===== config.mk =====
export PLATFORM = sky130hd
export DESIGN_NAME = c3f_queue
export DESIGN_NICKNAME = d
export VERILOG_FILES = /design/src/rtl/c3f_pkg.sv /design/src/rtl/c3f_queue.sv
export SDC_FILE = /design/constraint.sdc
export NUM_CORES = 1
export LEC_CHECK = 0
export ABC_AREA = 1
export BUFFER_PORTS_ARGS = -buffer_cell sky130_fd_sc_hd__buf_4
export CAP_MARGIN = 15
export CORE_MARGIN = 3
export CORE_UTILIZATION = 50
export DETAILED_ROUTE_END_ITERATION = 16
export PLACE_DENSITY = 0.77
export REMOVE_ABC_BUFFERS = 1
export SETUP_SLACK_MARGIN = 0.4
export SLEW_MARGIN = 20
export SYNTH_ARGS = -nofsm -noshare
export SYNTH_HDL_FRONTEND = slang
export SYNTH_SLANG_ARGS = --single-unit

===== constraint.sdc =====
create_clock -name clk -period 2.6 [get_ports clk]
set_input_delay 0.26 -clock clk [delete_from_list [all_inputs] [get_ports clk]]
set_output_delay 0.26 -clock clk [all_outputs]
set_load 0.03 [all_outputs]

===== src/rtl/c3f_pkg.sv =====
// ----------------------------------------------------------------------------
// c3f_pkg
// Shared types and constants of the 3x3 image filter.
// ----------------------------------------------------------------------------
`default_nettype none

package c3f_pkg;

  localparam int PIX_W         = 8;
  localparam int COEF_W        = 16;
  localparam int KDIM          = 3;
  localparam int TAPS          = KDIM * KDIM;
  localparam int FRAC_BITS     = 12;
  localparam int ROW_W         = 12;
  localparam int IMG_W_BITS    = 12;
  localparam int IMG_H_BITS    = 13;
  localparam int MAX_HEIGHT    = 4096;
  localparam int MAX_WIDTH_DEF = 2048;
  localparam int COEF_ROW_W    = KDIM * COEF_W;

  localparam int QUEUE_DEPTH = 4;
  localparam int QAW         = $clog2(QUEUE_DEPTH);
  localparam int QLW         = QAW + 1;

  localparam int CFG_IDX_W  = 3;
  localparam int CFG_DATA_W = COEF_ROW_W;

  // register indexes
  localparam logic [CFG_IDX_W-1:0] REG_IMAGE_WIDTH  = 3'd0;
  localparam logic [CFG_IDX_W-1:0] REG_IMAGE_HEIGHT = 3'd1;
  localparam logic [CFG_IDX_W-1:0] REG_COEF_TOP     = 3'd2;
  localparam logic [CFG_IDX_W-1:0] REG_COEF_MID     = 3'd3;
  localparam logic [CFG_IDX_W-1:0] REG_COEF_BOT     = 3'd4;

  // reset values: 1-2-1 / 2-4-2 / 1-2-1 over 16 in Q4.12
  localparam logic [IMG_W_BITS-1:0] RST_IMAGE_WIDTH  = 12'd640;
  localparam logic [IMG_H_BITS-1:0] RST_IMAGE_HEIGHT = 13'd480;
  localparam logic [COEF_ROW_W-1:0] RST_COEF_EDGE    = 48'h0100_0200_0100;
  localparam logic [COEF_ROW_W-1:0] RST_COEF_CENTER  = 48'h0200_0400_0200;

  typedef logic [KDIM-1:0][COEF_ROW_W-1:0] c3f_coefs_t;

  typedef struct packed {
    logic [IMG_W_BITS-1:0] width;
    logic [IMG_H_BITS-1:0] height;
  } c3f_geom_t;

  // one window to filter; pix[ky*3+kx]
  typedef struct packed {
    logic [TAPS-1:0][PIX_W-1:0] pix;
    logic                       last;
  } c3f_job_t;

  typedef struct packed {
    logic [QLW-1:0] level;
    logic           empty;
  } c3f_qstat_t;

endpackage

`default_nettype wire


===== src/rtl/c3f_queue.sv =====
// ----------------------------------------------------------------------------
// c3f_queue
// Short job queue between intake and arithmetic.
// ----------------------------------------------------------------------------
`default_nettype none

module c3f_queue (
  input  wire logic                clk,
  input  wire logic                rst_n,
  input  wire logic                push,
  input  wire c3f_pkg::c3f_job_t   push_job,
  input  wire logic                pop,
  output c3f_pkg::c3f_job_t        pop_job,
  output c3f_pkg::c3f_qstat_t      qstat
);
  import c3f_pkg::*;

  c3f_job_t       slot_r [QUEUE_DEPTH];
  logic [QAW-1:0] wr_ptr_r, rd_ptr_r;
  logic [QLW-1:0] level_r, level_nxt;

  always_comb begin
    level_nxt = level_r;
    if (push && !pop) level_nxt = level_r + QLW'(1);
    if (pop && !push) level_nxt = level_r - QLW'(1);
  end

  always_ff @(posedge clk) begin
    if (!rst_n) begin
      wr_ptr_r <= '0;
      rd_ptr_r <= '0;
      level_r  <= '0;
    end else begin
      level_r <= level_nxt;
      if (push) wr_ptr_r <= wr_ptr_r + QAW'(1);
      if (pop)  rd_ptr_r <= rd_ptr_r + QAW'(1);
    end
  end

  always_ff @(posedge clk) begin
    if (push) slot_r[wr_ptr_r] <= push_job;
  end

  assign pop_job     = slot_r[rd_ptr_r];
  assign qstat.level = level_r;
  assign qstat.empty = (level_r == '0);

  a_no_overflow : assert property (@(posedge clk) disable iff (!rst_n)
    push |-> (level_r < QLW'(QUEUE_DEPTH)))
    else $error("queue overflow");

  a_no_underflow : assert property (@(posedge clk) disable iff (!rst_n)
    pop |-> (level_r != '0))
    else $error("queue underflow");

  a_level_hold : assert property (@(posedge clk) disable iff (!rst_n)
    (!push && !pop) |=> $stable(level_r))
    else $error("queue level moved without push or pop");

endmodule

`default_nettype wire


==> flow_summary.ini <==
[power]
switching_share_pct = 24.7
power_density_nw_per_um2 = 749
seq_power_share_pct = 51.3
p_leak_uw = 0.00521
comb_power_share_pct = 14.3
switchingPower_uw = 2700
clkPwrFrac_pct = 34.4
vdd_drop_max_mv = 0.462
power.internal_uw = 8220

[drt]
drt-initial-drc-count = 693
viasPerCell = 5.58
drc = 0
antenna_left = 0
drtPass1Iterations = 5
vias = 7251
wl_um = 25500
detail_route.wl_per_cell_um = 19.6

[setup_path]
critPathKind = reg2out
worst_path_max_delay_cell = dfxtp_4
crit_path_max_incr_delay_ns = 0.47
arrival_ns = 1.89
cp-end-kind = output port
crit_chain = clkinv_8 -> buf_16 -> o21ai_0 -> o22ai_1 -> buf_4
critPathLaunchType = flip-flop
worstPathRequired_ns = 2.34
critical_path.max_fanout = 27
r2r_cells = 5

[sta]
finClkSkew_ns = 0.00844
worst_slack_ns = 0.455
finalCritPeriodShare_pct = 82.5
fmax_mhz = 466
slew_headroom_pct = 29.9
hold_viol_final = 0
finalSetupViolations = 0
worst_pin_slew_ns = 1.05
maxSlewViolCount = 0
rsz0062_at_grt = yes
period_minus_slack_ns = 2.15
finalSetupTns_ns = 0

[clock_network]
clock_latency_ns = 0.53
path_clk_slew_ns = 0.06
h-tree-depth = 1
clk_path_buf_depth = 3
cts.sinks = 301
cts_made_buffers = 28
cts-root-buf = clkbuf_16
cts_tree = yes

[global_route]
grt_max_degree = 83
first_global_vias = 6843
antenna_found_initial = 0
overflow = 0
grt_pass1_wl_um = 36200
grtUsageTotal_pct = 18.7

[logic_synthesis]
netlist_instances = 762
synth_area_per_cell_um2 = 14.8
synth_top_area_share_pct = 77.8
syn-cell-area_um2 = 11300
yosys.area.top_type = edfxtp_1
ys.flop_type = edfxtp_1
yosysUniqueCellTypes = 21
synth.ff_latch_count = 301
ys_seq_area_share_pct = 79.4
ys_async_sr_fraction_pct = 0
yosysWarnings = 0
synth_most_common_cell = edfxtp_1
synth_common_cells = edfxtp_1 (292), nor2_1 (149), o21ai_0 (85)
synth-edff-count = 292
synth_area_leaders = edfxtp_1 (78%), nor2_1 (5.0%), o22ai_1 (4.1%)

[layout]
nNetsFinal = 1081
fillers = 1477
final-seq-area_um2 = 8950
area_growth_pct = 29.3
multi_input_area_um2 = 2000
drive_gt1_share_pct = 23.5
antenna_cells = 0

[placed_design]
pre_cts_ws_ns = 0.707
dp.final_hpwl_um = 13100
io_buffers = 153
gp_congestion = 0.735

[worst_hold_path]
min_path_type = in2reg
hold_path_depth = 3

[run]
maxCapViolCount = 0

[floorplanning]
core_area_um2 = 22000
start_util_pct = 51.3
die_h_um = 156
rows = 54
num_io_pins = 154
die_w_um = 156
die_area_um2 = 24400

[run_status]
status = completed
[path summary, 6_finish.rpt]
| check | from | end | slack (ns) |
|---|---|---|---|
| max | flip-flop | pop_job[72] | 0.45 |
| min reg2reg | rd_ptr_r[1] | flip-flop | 0.45 |
| max reg2reg | wr_ptr_r[1] | slot_r[1][32] | 0.71 |
| min | pop | rd_ptr_r[0] | 0.07 |
[placed cells by master, fill, tap and decap left out, drive strengths merged]
| cell | instances |
|---|---|
| a21oi | 5 |
| o21ai | 152 |
| fa | 1 |
| nand4 | 1 |
| dfxtp | 9 |
| dlygate4sd3 | 74 |
| o22ai | 73 |
| nor3 | 1 |
| buf | 173 |
| nor2 | 149 |
| clkinvlp | 3 |
| nand3 | 1 |
| nand2 | 9 |
| ha | 5 |
| clkbuf | 40 |
| inv | 13 |
| edfxtp | 292 |
| clkinv | 19 |
[per-stage QoR]
stage | total power, µW | utilization [%] | std cells | hold slack [ns] | cell area (µm²)
final | 10900 | 66.4 | 1300 | 0.0714 | 14600
after global routing | 11300 | 66.4 | 1300 | 0.0839 | 14600
after CTS | 10900 | 65.0 | 1289 | 0.0499 | 14300
after detailed placement | 7070 | 57.7 | 1163 | 0.430 | 12700
after global placement | 7040 | 57.7 | 1163 | 0.437 | 12700
after floorplan | 6450 | - | 715 | 0.359 | 10900
[area by class of cell]
class	instances	share of cell area, %
flip-flops and latches	301	61.4
repair buffers	252	15.9
multi-input cells	397	13.7
clock buffers	35	5.27
well taps	280	2.40
clock inverters	17	0.609
inverters	17	0.592
repair inverters	1	0.0601
[logic make-up (layout without fill, tap and decap cells)]
logic type      after synthesis  count (layout)  synth area share, %
flops                       301             301                 79.4
compound gates              230             230                 11.0
simple gates                161             161                 5.41
buf+inv                      64             322                 3.44
fa+ha+maj                     6               6                0.733
[power groups by stage]
| stage | clock, µW | combinational, µW | sequential (µW) |
|---|---|---|---|
| after floorplan | 0 | 712 | 5740 |
| after global placement | 0 | 1360 | 5690 |
| after detailed placement | 0 | 1380 | 5690 |
| after CTS | 3800 | 1480 | 5590 |
| after global routing | 3990 | 1670 | 5610 |
| final | 3750 | 1560 | 5600 |
[worst max-delay path, delay by kind of cell (launching register included)]
kind                   cells  cell delay (ns)
AOI/OAI and AO/OA          2             0.35
buffers and inverters      3             0.52
DFF                        1             0.47
[layer usage]
layer  wire length (µm)  vias to the layer above  GRT usage [%]
li1                   -                     3351              -
met1              10800                     3538           26.7
met2              12200                      311           30.0
met3               1910                       51           3.47
met4                568                        0           5.17
met5                  0                        -              0
[timing repair]
action | CTS | global route
endpoints found under the setup margin | 42 | 71
endpoints found under the hold margin | 293 | 0
cloned | 0 | 7
hold buffers | 74 | 0
gates resized for setup | 3 | 23
setup buffers | 0 | 4
[flip-flops by register name, summed over array words and instances, names as in the netlist, named ones only]
signal and cells:
rd_ptr_r 2, wr_ptr_r 2, slot_r 292, level_r 3
(Power assumes the default switching activity.)
