===== config.mk =====
export PLATFORM = sky130hd
export DESIGN_NAME = c3f_back
export DESIGN_NICKNAME = d
export VERILOG_FILES = /design/src/rtl/c3f_pkg.sv /design/src/rtl/c3f_back.sv
export SDC_FILE = /design/constraint.sdc
export NUM_CORES = 2
export LEC_CHECK = 0
export ABC_AREA = 1
export BUFFER_PORTS_ARGS = -buffer_cell sky130_fd_sc_hd__buf_4
export CAP_MARGIN = 20
export CORE_MARGIN = 10
export CORE_UTILIZATION = 50
export CTS_CLUSTER_SIZE = 24
export DETAILED_ROUTE_END_ITERATION = 16
export PLACE_DENSITY = 0.73
export REMOVE_ABC_BUFFERS = 1
export SYNTH_ARGS = -nofsm -noshare
export SYNTH_HDL_FRONTEND = slang
export SYNTH_SLANG_ARGS = --single-unit

===== constraint.sdc =====
create_clock -name clk -period 10.05 [get_ports clk]
set_input_delay 0.5025 -clock clk [delete_from_list [all_inputs] [get_ports clk]]
set_output_delay 0.5025 -clock clk [all_outputs]
set_load 0.01 [all_outputs]

===== src/rtl/c3f_pkg.sv =====
// ----------------------------------------------------------------------------
// c3f_pkg
// Shared types and constants of the 3x3 image filter.
// ----------------------------------------------------------------------------
`default_nettype none

package c3f_pkg;

  localparam int PIX_W         = 8;
  localparam int COEF_W        = 16;
  localparam int KDIM          = 3;
  localparam int TAPS          = KDIM * KDIM;
  localparam int FRAC_BITS     = 12;
  localparam int ROW_W         = 12;
  localparam int IMG_W_BITS    = 12;
  localparam int IMG_H_BITS    = 13;
  localparam int MAX_HEIGHT    = 4096;
  localparam int MAX_WIDTH_DEF = 2048;
  localparam int COEF_ROW_W    = KDIM * COEF_W;

  localparam int QUEUE_DEPTH = 4;
  localparam int QAW         = $clog2(QUEUE_DEPTH);
  localparam int QLW         = QAW + 1;

  localparam int CFG_IDX_W  = 3;
  localparam int CFG_DATA_W = COEF_ROW_W;

  // register indexes
  localparam logic [CFG_IDX_W-1:0] REG_IMAGE_WIDTH  = 3'd0;
  localparam logic [CFG_IDX_W-1:0] REG_IMAGE_HEIGHT = 3'd1;
  localparam logic [CFG_IDX_W-1:0] REG_COEF_TOP     = 3'd2;
  localparam logic [CFG_IDX_W-1:0] REG_COEF_MID     = 3'd3;
  localparam logic [CFG_IDX_W-1:0] REG_COEF_BOT     = 3'd4;

  // reset values: 1-2-1 / 2-4-2 / 1-2-1 over 16 in Q4.12
  localparam logic [IMG_W_BITS-1:0] RST_IMAGE_WIDTH  = 12'd640;
  localparam logic [IMG_H_BITS-1:0] RST_IMAGE_HEIGHT = 13'd480;
  localparam logic [COEF_ROW_W-1:0] RST_COEF_EDGE    = 48'h0100_0200_0100;
  localparam logic [COEF_ROW_W-1:0] RST_COEF_CENTER  = 48'h0200_0400_0200;

  typedef logic [KDIM-1:0][COEF_ROW_W-1:0] c3f_coefs_t;

  typedef struct packed {
    logic [IMG_W_BITS-1:0] width;
    logic [IMG_H_BITS-1:0] height;
  } c3f_geom_t;

  // one window to filter; pix[ky*3+kx]
  typedef struct packed {
    logic [TAPS-1:0][PIX_W-1:0] pix;
    logic                       last;
  } c3f_job_t;

  typedef struct packed {
    logic [QLW-1:0] level;
    logic           empty;
  } c3f_qstat_t;

endpackage

`default_nettype wire


===== src/rtl/c3f_back.sv =====
// ----------------------------------------------------------------------------
// c3f_back
// Nine-tap multiply, adder tree, truncate and clamp, output register.
// ----------------------------------------------------------------------------
`default_nettype none

module c3f_back (
  input  wire logic                        clk,
  input  wire logic                        rst_n,
  input  wire c3f_pkg::c3f_coefs_t         coefs,
  input  wire c3f_pkg::c3f_qstat_t         qstat,
  input  wire c3f_pkg::c3f_job_t           job,
  output logic                             pop,
  output logic                             out_tvalid,
  input  wire logic                        out_tready,
  output logic [c3f_pkg::PIX_W-1:0]        out_pix,
  output logic                             out_last
);
  import c3f_pkg::*;

  localparam int PROD_W = PIX_W + 1 + COEF_W;
  localparam int PS_W   = PROD_W + 2;
  localparam int SUM_W  = PS_W + 2;
  localparam int HI_W   = SUM_W - FRAC_BITS;

  logic advance;
  assign advance = !out_tvalid || out_tready;
  assign pop     = advance && !qstat.empty;

  // stage 1: products
  logic                            p_valid_r, p_last_r;
  logic signed [TAPS-1:0][PROD_W-1:0] prod_r;
  // stage 2: row sums
  logic                            s_valid_r, s_last_r;
  logic signed [KDIM-1:0][PS_W-1:0] ps_r;

  logic signed [SUM_W-1:0]   total;
  logic        [HI_W-1:0]    hi;
  logic        [PIX_W-1:0]   clamped;

  // elements of a packed array are unsigned; sign-extend explicitly
  always_comb begin
    total = SUM_W'($signed(ps_r[0])) + SUM_W'($signed(ps_r[1])) +
            SUM_W'($signed(ps_r[2]));
    hi    = total[SUM_W-1:FRAC_BITS];
    if (total[SUM_W-1] || (total == '0)) begin
      clamped = '0;
    end else if (hi > HI_W'(255)) begin
      clamped = '1;
    end else begin
      clamped = hi[PIX_W-1:0];
    end
  end

  always_ff @(posedge clk) begin
    if (!rst_n) begin
      p_valid_r  <= 1'b0;
      s_valid_r  <= 1'b0;
      out_tvalid <= 1'b0;
    end else if (advance) begin
      p_valid_r  <= pop;
      s_valid_r  <= p_valid_r;
      out_tvalid <= s_valid_r;
    end
  end

  always_ff @(posedge clk) begin
    if (advance) begin
      for (int ky = 0; ky < KDIM; ky++) begin
        for (int kx = 0; kx < KDIM; kx++) begin
          prod_r[ky*KDIM + kx] <= $signed({1'b0, job.pix[ky*KDIM + kx]}) *
                                  $signed(coefs[ky][COEF_W*kx +: COEF_W]);
        end
        ps_r[ky] <= PS_W'($signed(prod_r[ky*KDIM])) +
                    PS_W'($signed(prod_r[ky*KDIM + 1])) +
                    PS_W'($signed(prod_r[ky*KDIM + 2]));
      end
      p_last_r <= job.last;
      s_last_r <= p_last_r;
      out_pix  <= clamped;
      out_last <= s_last_r;
    end
  end

  a_out_from_pipe : assert property (@(posedge clk) disable iff (!rst_n)
    $rose(out_tvalid) |-> $past(s_valid_r))
    else $error("result appeared without a job in the sum stage");

endmodule

`default_nettype wire


==> impl_summary.md <==
Synth
The top flip-flop cell by instance count after synthesis is edfxtp_1. The number of different library cells in the post-synthesis netlist is 44. For this run, asynchronously set or reset flops after synthesis account for 0. The gate count of the mapped netlist is 7428.

By area the synthesized netlist is led by fa_1, edfxtp_1, inv_1. The number of flops mapped to enable cells by yosys is 317. The synthesized netlist occupies a cell area of 60700 µm². Summed over all instances, the cell type with the most area after synthesis is fa_1. The sequential fraction of the synthesis area is 0.158. For this run, the number of Yosys warnings is 0. The fraction of post-synthesis cell area in the top cell type by area is 0.337. The number of synthesized register bits is 320. A synthesized cell averages 8.18 µm².

Worst setup path
The largest stage delay on the critical path is 560 ps. The data arrival at the endpoint of the critical path is 4900 ps. Traced cell by cell, the critical path runs through buf_4 > nand2_1 > fa_1 > inv_1 > fa_1 > inv_1 > fa_1 > fa_1 > inv_1 > ha_1 > nand2_1 > o21ai_1 > a31oi_1 > o21ai_0 > nand3_1 > nand2_1 > nand2_1 > nand3_1 > xor2_1. The kind of start point of the critical path is an input port.

The number of stages on the worst setup path is 19. Following the worst setup path forward leads to its endpoint at prod_r[49]$_DFFE_PN_. Measured in cells, the most critical reg-to-reg path has a length of 15. For the worst setup path, the data required time is 10400 ps. Setup slack on the worst reg-to-reg path comes out at 6540 ps. The sort of element at the end of the critical path is a flop. The critical register-to-register path startpoint is ps_r[55]$_DFFE_PN_. The critical path class is input port to flop. The critical register-to-register path endpoint is out_pix[2]$_SDFFCE_PP0N_. Broken down by cell family, the worst path's largest delay share belongs to adder cells.

The maximum fanout along the worst path is 16. The critical path's slowest cell is fa_1. Tracing the worst setup path back leads to its startpoint at job[9]. The critical path contains buffers and inverters numbering 4 combined.

Timing
Measured against its own limit, the worst slew margin works out to 0.373. The final setup skew is 32.3 ps. The worst path needs 4550 ps of the cycle, external delays included. The count of endpoints failing hold in the final timing report is 0.

The part of the cycle the worst path needs is 0.453. Setup total negative slack on the finished layout was measured at 0 ps. Setup repair after global routing left no endpoint under its margin. The worst setup slack after layout is 5500 ps. The final-report max-slew violation count was 0.

Setup violations remaining at the end of the flow were counted as 0. The highest attainable clock frequency is 220 MHz. The measured slew at the worst slew-check pin is 941 ps.

Route
The length of routed met3 wiring is 6.04 mm. The first detailed-routing pass took 7 iterations. The average via count per standard cell is 4.94. The number of routed nets with antenna violations is 0. The total length of routed wires is 136 mm. In the detailed route, the total length drawn on met2 is 68.2 mm. The detailed-route wire length on metal 1 is 58.8 mm. The average wire length per cell after detail routing is 15.0 µm. The routed layout has 44700 vias.

For this run, design rule violations remaining after detail routing come to 0. The highest layer touched by signal routing is met4. The iteration-0 DRC count of the detailed router is 2719.

Job
The number of max-cap violations is 0.

Global route
The via count of the first global-routing pass is 47100. The largest net degree at the start of global routing is 102. In the global route stage, overall resource usage came out at 0.203. The first-pass GRT wire length is 230 mm. The initial antenna violation count is 8. The overall overflow remaining after global route is 0.

Hold path
The start point of the worst hold path is job[0]. The path class of the tightest hold or removal check is input port to flop.

Clock tree
The number of levels the H-tree was split into is 2. The maximum clock insertion buffer count is 3. The total setup buffers inserted after CTS is 0. The cts-stage hold buffer count is 0. In this run, post-CTS repair resized a total of 0 instances. Clock tree synthesis found a total of 320 sinks.

The clock root buffer master is clkbuf_16. The clock reaches the later pin of the worst-skew pair after 560 ps. The clock slew at the register clock pins of the worst setup and hold paths is 60 ps. The number of clock buffers added by TritonCTS is 35. The CTS tree is done.

Die
The die height is 369 µm. The number of top-level pins is 235. The overall die area is 136000 µm².

The initialized floorplan defines 127 standard-cell rows. For this configuration, the core starts out at a cell density of 0.505. The floorplan core area is 120000 µm².

The horizontal extent of the die is 369 µm.

Placement
The count of buffers added on input and output ports is 231. Timing analysis after detailed placement gives a worst setup slack of 4910 ps. At the end of routability-driven placement, the weighted congestion stood at 0.905. The HPWL reported at the end of detailed placement is 115 mm.

Including well taps, the total number of placed cells is 8986.

Final layout
The area growth from synthesis to layout is 6.27%. The final layout contains 9211 nets. The final non-filler cell total is 9059. Of the cells placed in the final design, the portion with a size suffix greater than 1 is 0.0432.

Status
The run finished with clean final reports.
==> how the worst min path moves through the flow <==
| stage | cells after the start | endpoint |
|---|---|---|
| after floorplan | 0 | out_last$_DFFE_PN_ |
| after global placement | 0 | out_last$_DFFE_PN_ |
| after detailed placement | 0 | s_last_r$_DFFE_PN_ |
| after CTS | 1 | p_last_r$_DFFE_PN_ |
| after global routing | 1 | p_last_r$_DFFE_PN_ |
| final | 1 | p_last_r$_DFFE_PN_ |
==> state kept, by name, summed over array words and instances, names as in the netlist <==
register and count:
p_last_r 1, s_last_r 1, out_last 1, p_valid_r 1, out_tvalid 1, ps_r 81, out_pix 8, s_valid_r 1
prod_r 225
==> layout make-up <==
cell class / instances / area, µm²
fillers: 11000 / 55700
multi-input cells: 4503 / 41300
flip-flops and latches: 320 / 9580
inverters: 2317 / 8700
well taps: 1612 / 2020
repair buffers: 234 / 1760
clock buffers: 43 / 927
clock inverters: 21 / 211
diodes: 9 / 22.5
==> per-stage QoR <==
| stage | hold slack (ps) | area (µm²) | utilization |
|---|---|---|---|
| floorplan | 400 | 59600 | - |
| global placement | 405 | 63400 | 0.527 |
| detailed placement | 405 | 63400 | 0.527 |
| CTS | 113 | 64500 | 0.536 |
| global route | 119 | 64600 | 0.537 |
| finish | 160 | 64600 | 0.537 |
==> cells by family after synthesis <==
family	after synthesis	synth area share
compound gates	548	0.0507
xor+xnor	288	0.0415
fa+ha+maj	1576	0.451
buf+inv	2605	0.162
flops	320	0.158
simple gates	2091	0.137
==> layout by cell type, fill, tap and decap left out, drive strengths merged <==
master	n
a211oi	6
a21boi	12
a21o	33
a21oi	288
a221oi	5
a31oi	25
a41oi	1
and2	1
buf	234
bufinv	3
clkbuf	43
clkinv	14
clkinvlp	4
dfxtp	3
diode	9
edfxtp	317
fa	1024
ha	552
inv	2317
nand2	1703
nand3	121
nand3b	8
nand4	44
nor2	157
nor3	37
nor3b	6
nor4	13
o211a	1
o211ai	10
o21a	1
o21ai	126
o21bai	27
o221ai	6
o31ai	7
or2	1
xnor2	127
xor2	161
==> synth_stat cells (all sizes together) (33+ instances only) <==
cell    number
a21o        33
a21oi      288
clkbuf     288
edfxtp     317
fa        1024
ha         552
inv       2315
nand2     1703
nand3      121
nand4       44
nor2       157
nor3        37
o21ai      126
xnor2      127
xor2       161
==> layer usage <==
| layer | up-vias | GRT usage |
|---|---|---|
| li1 | 21600 | - |
| met1 | 22100 | 0.267 |
| met2 | 942 | 0.358 |
| met3 | 175 | 0.0204 |
| met4 | 0 | 0.0478 |
| met5 | - | 0 |
Power is not shown: default switching activity piles up to over one toggle a cycle in this logic, so the estimate is an artifact.
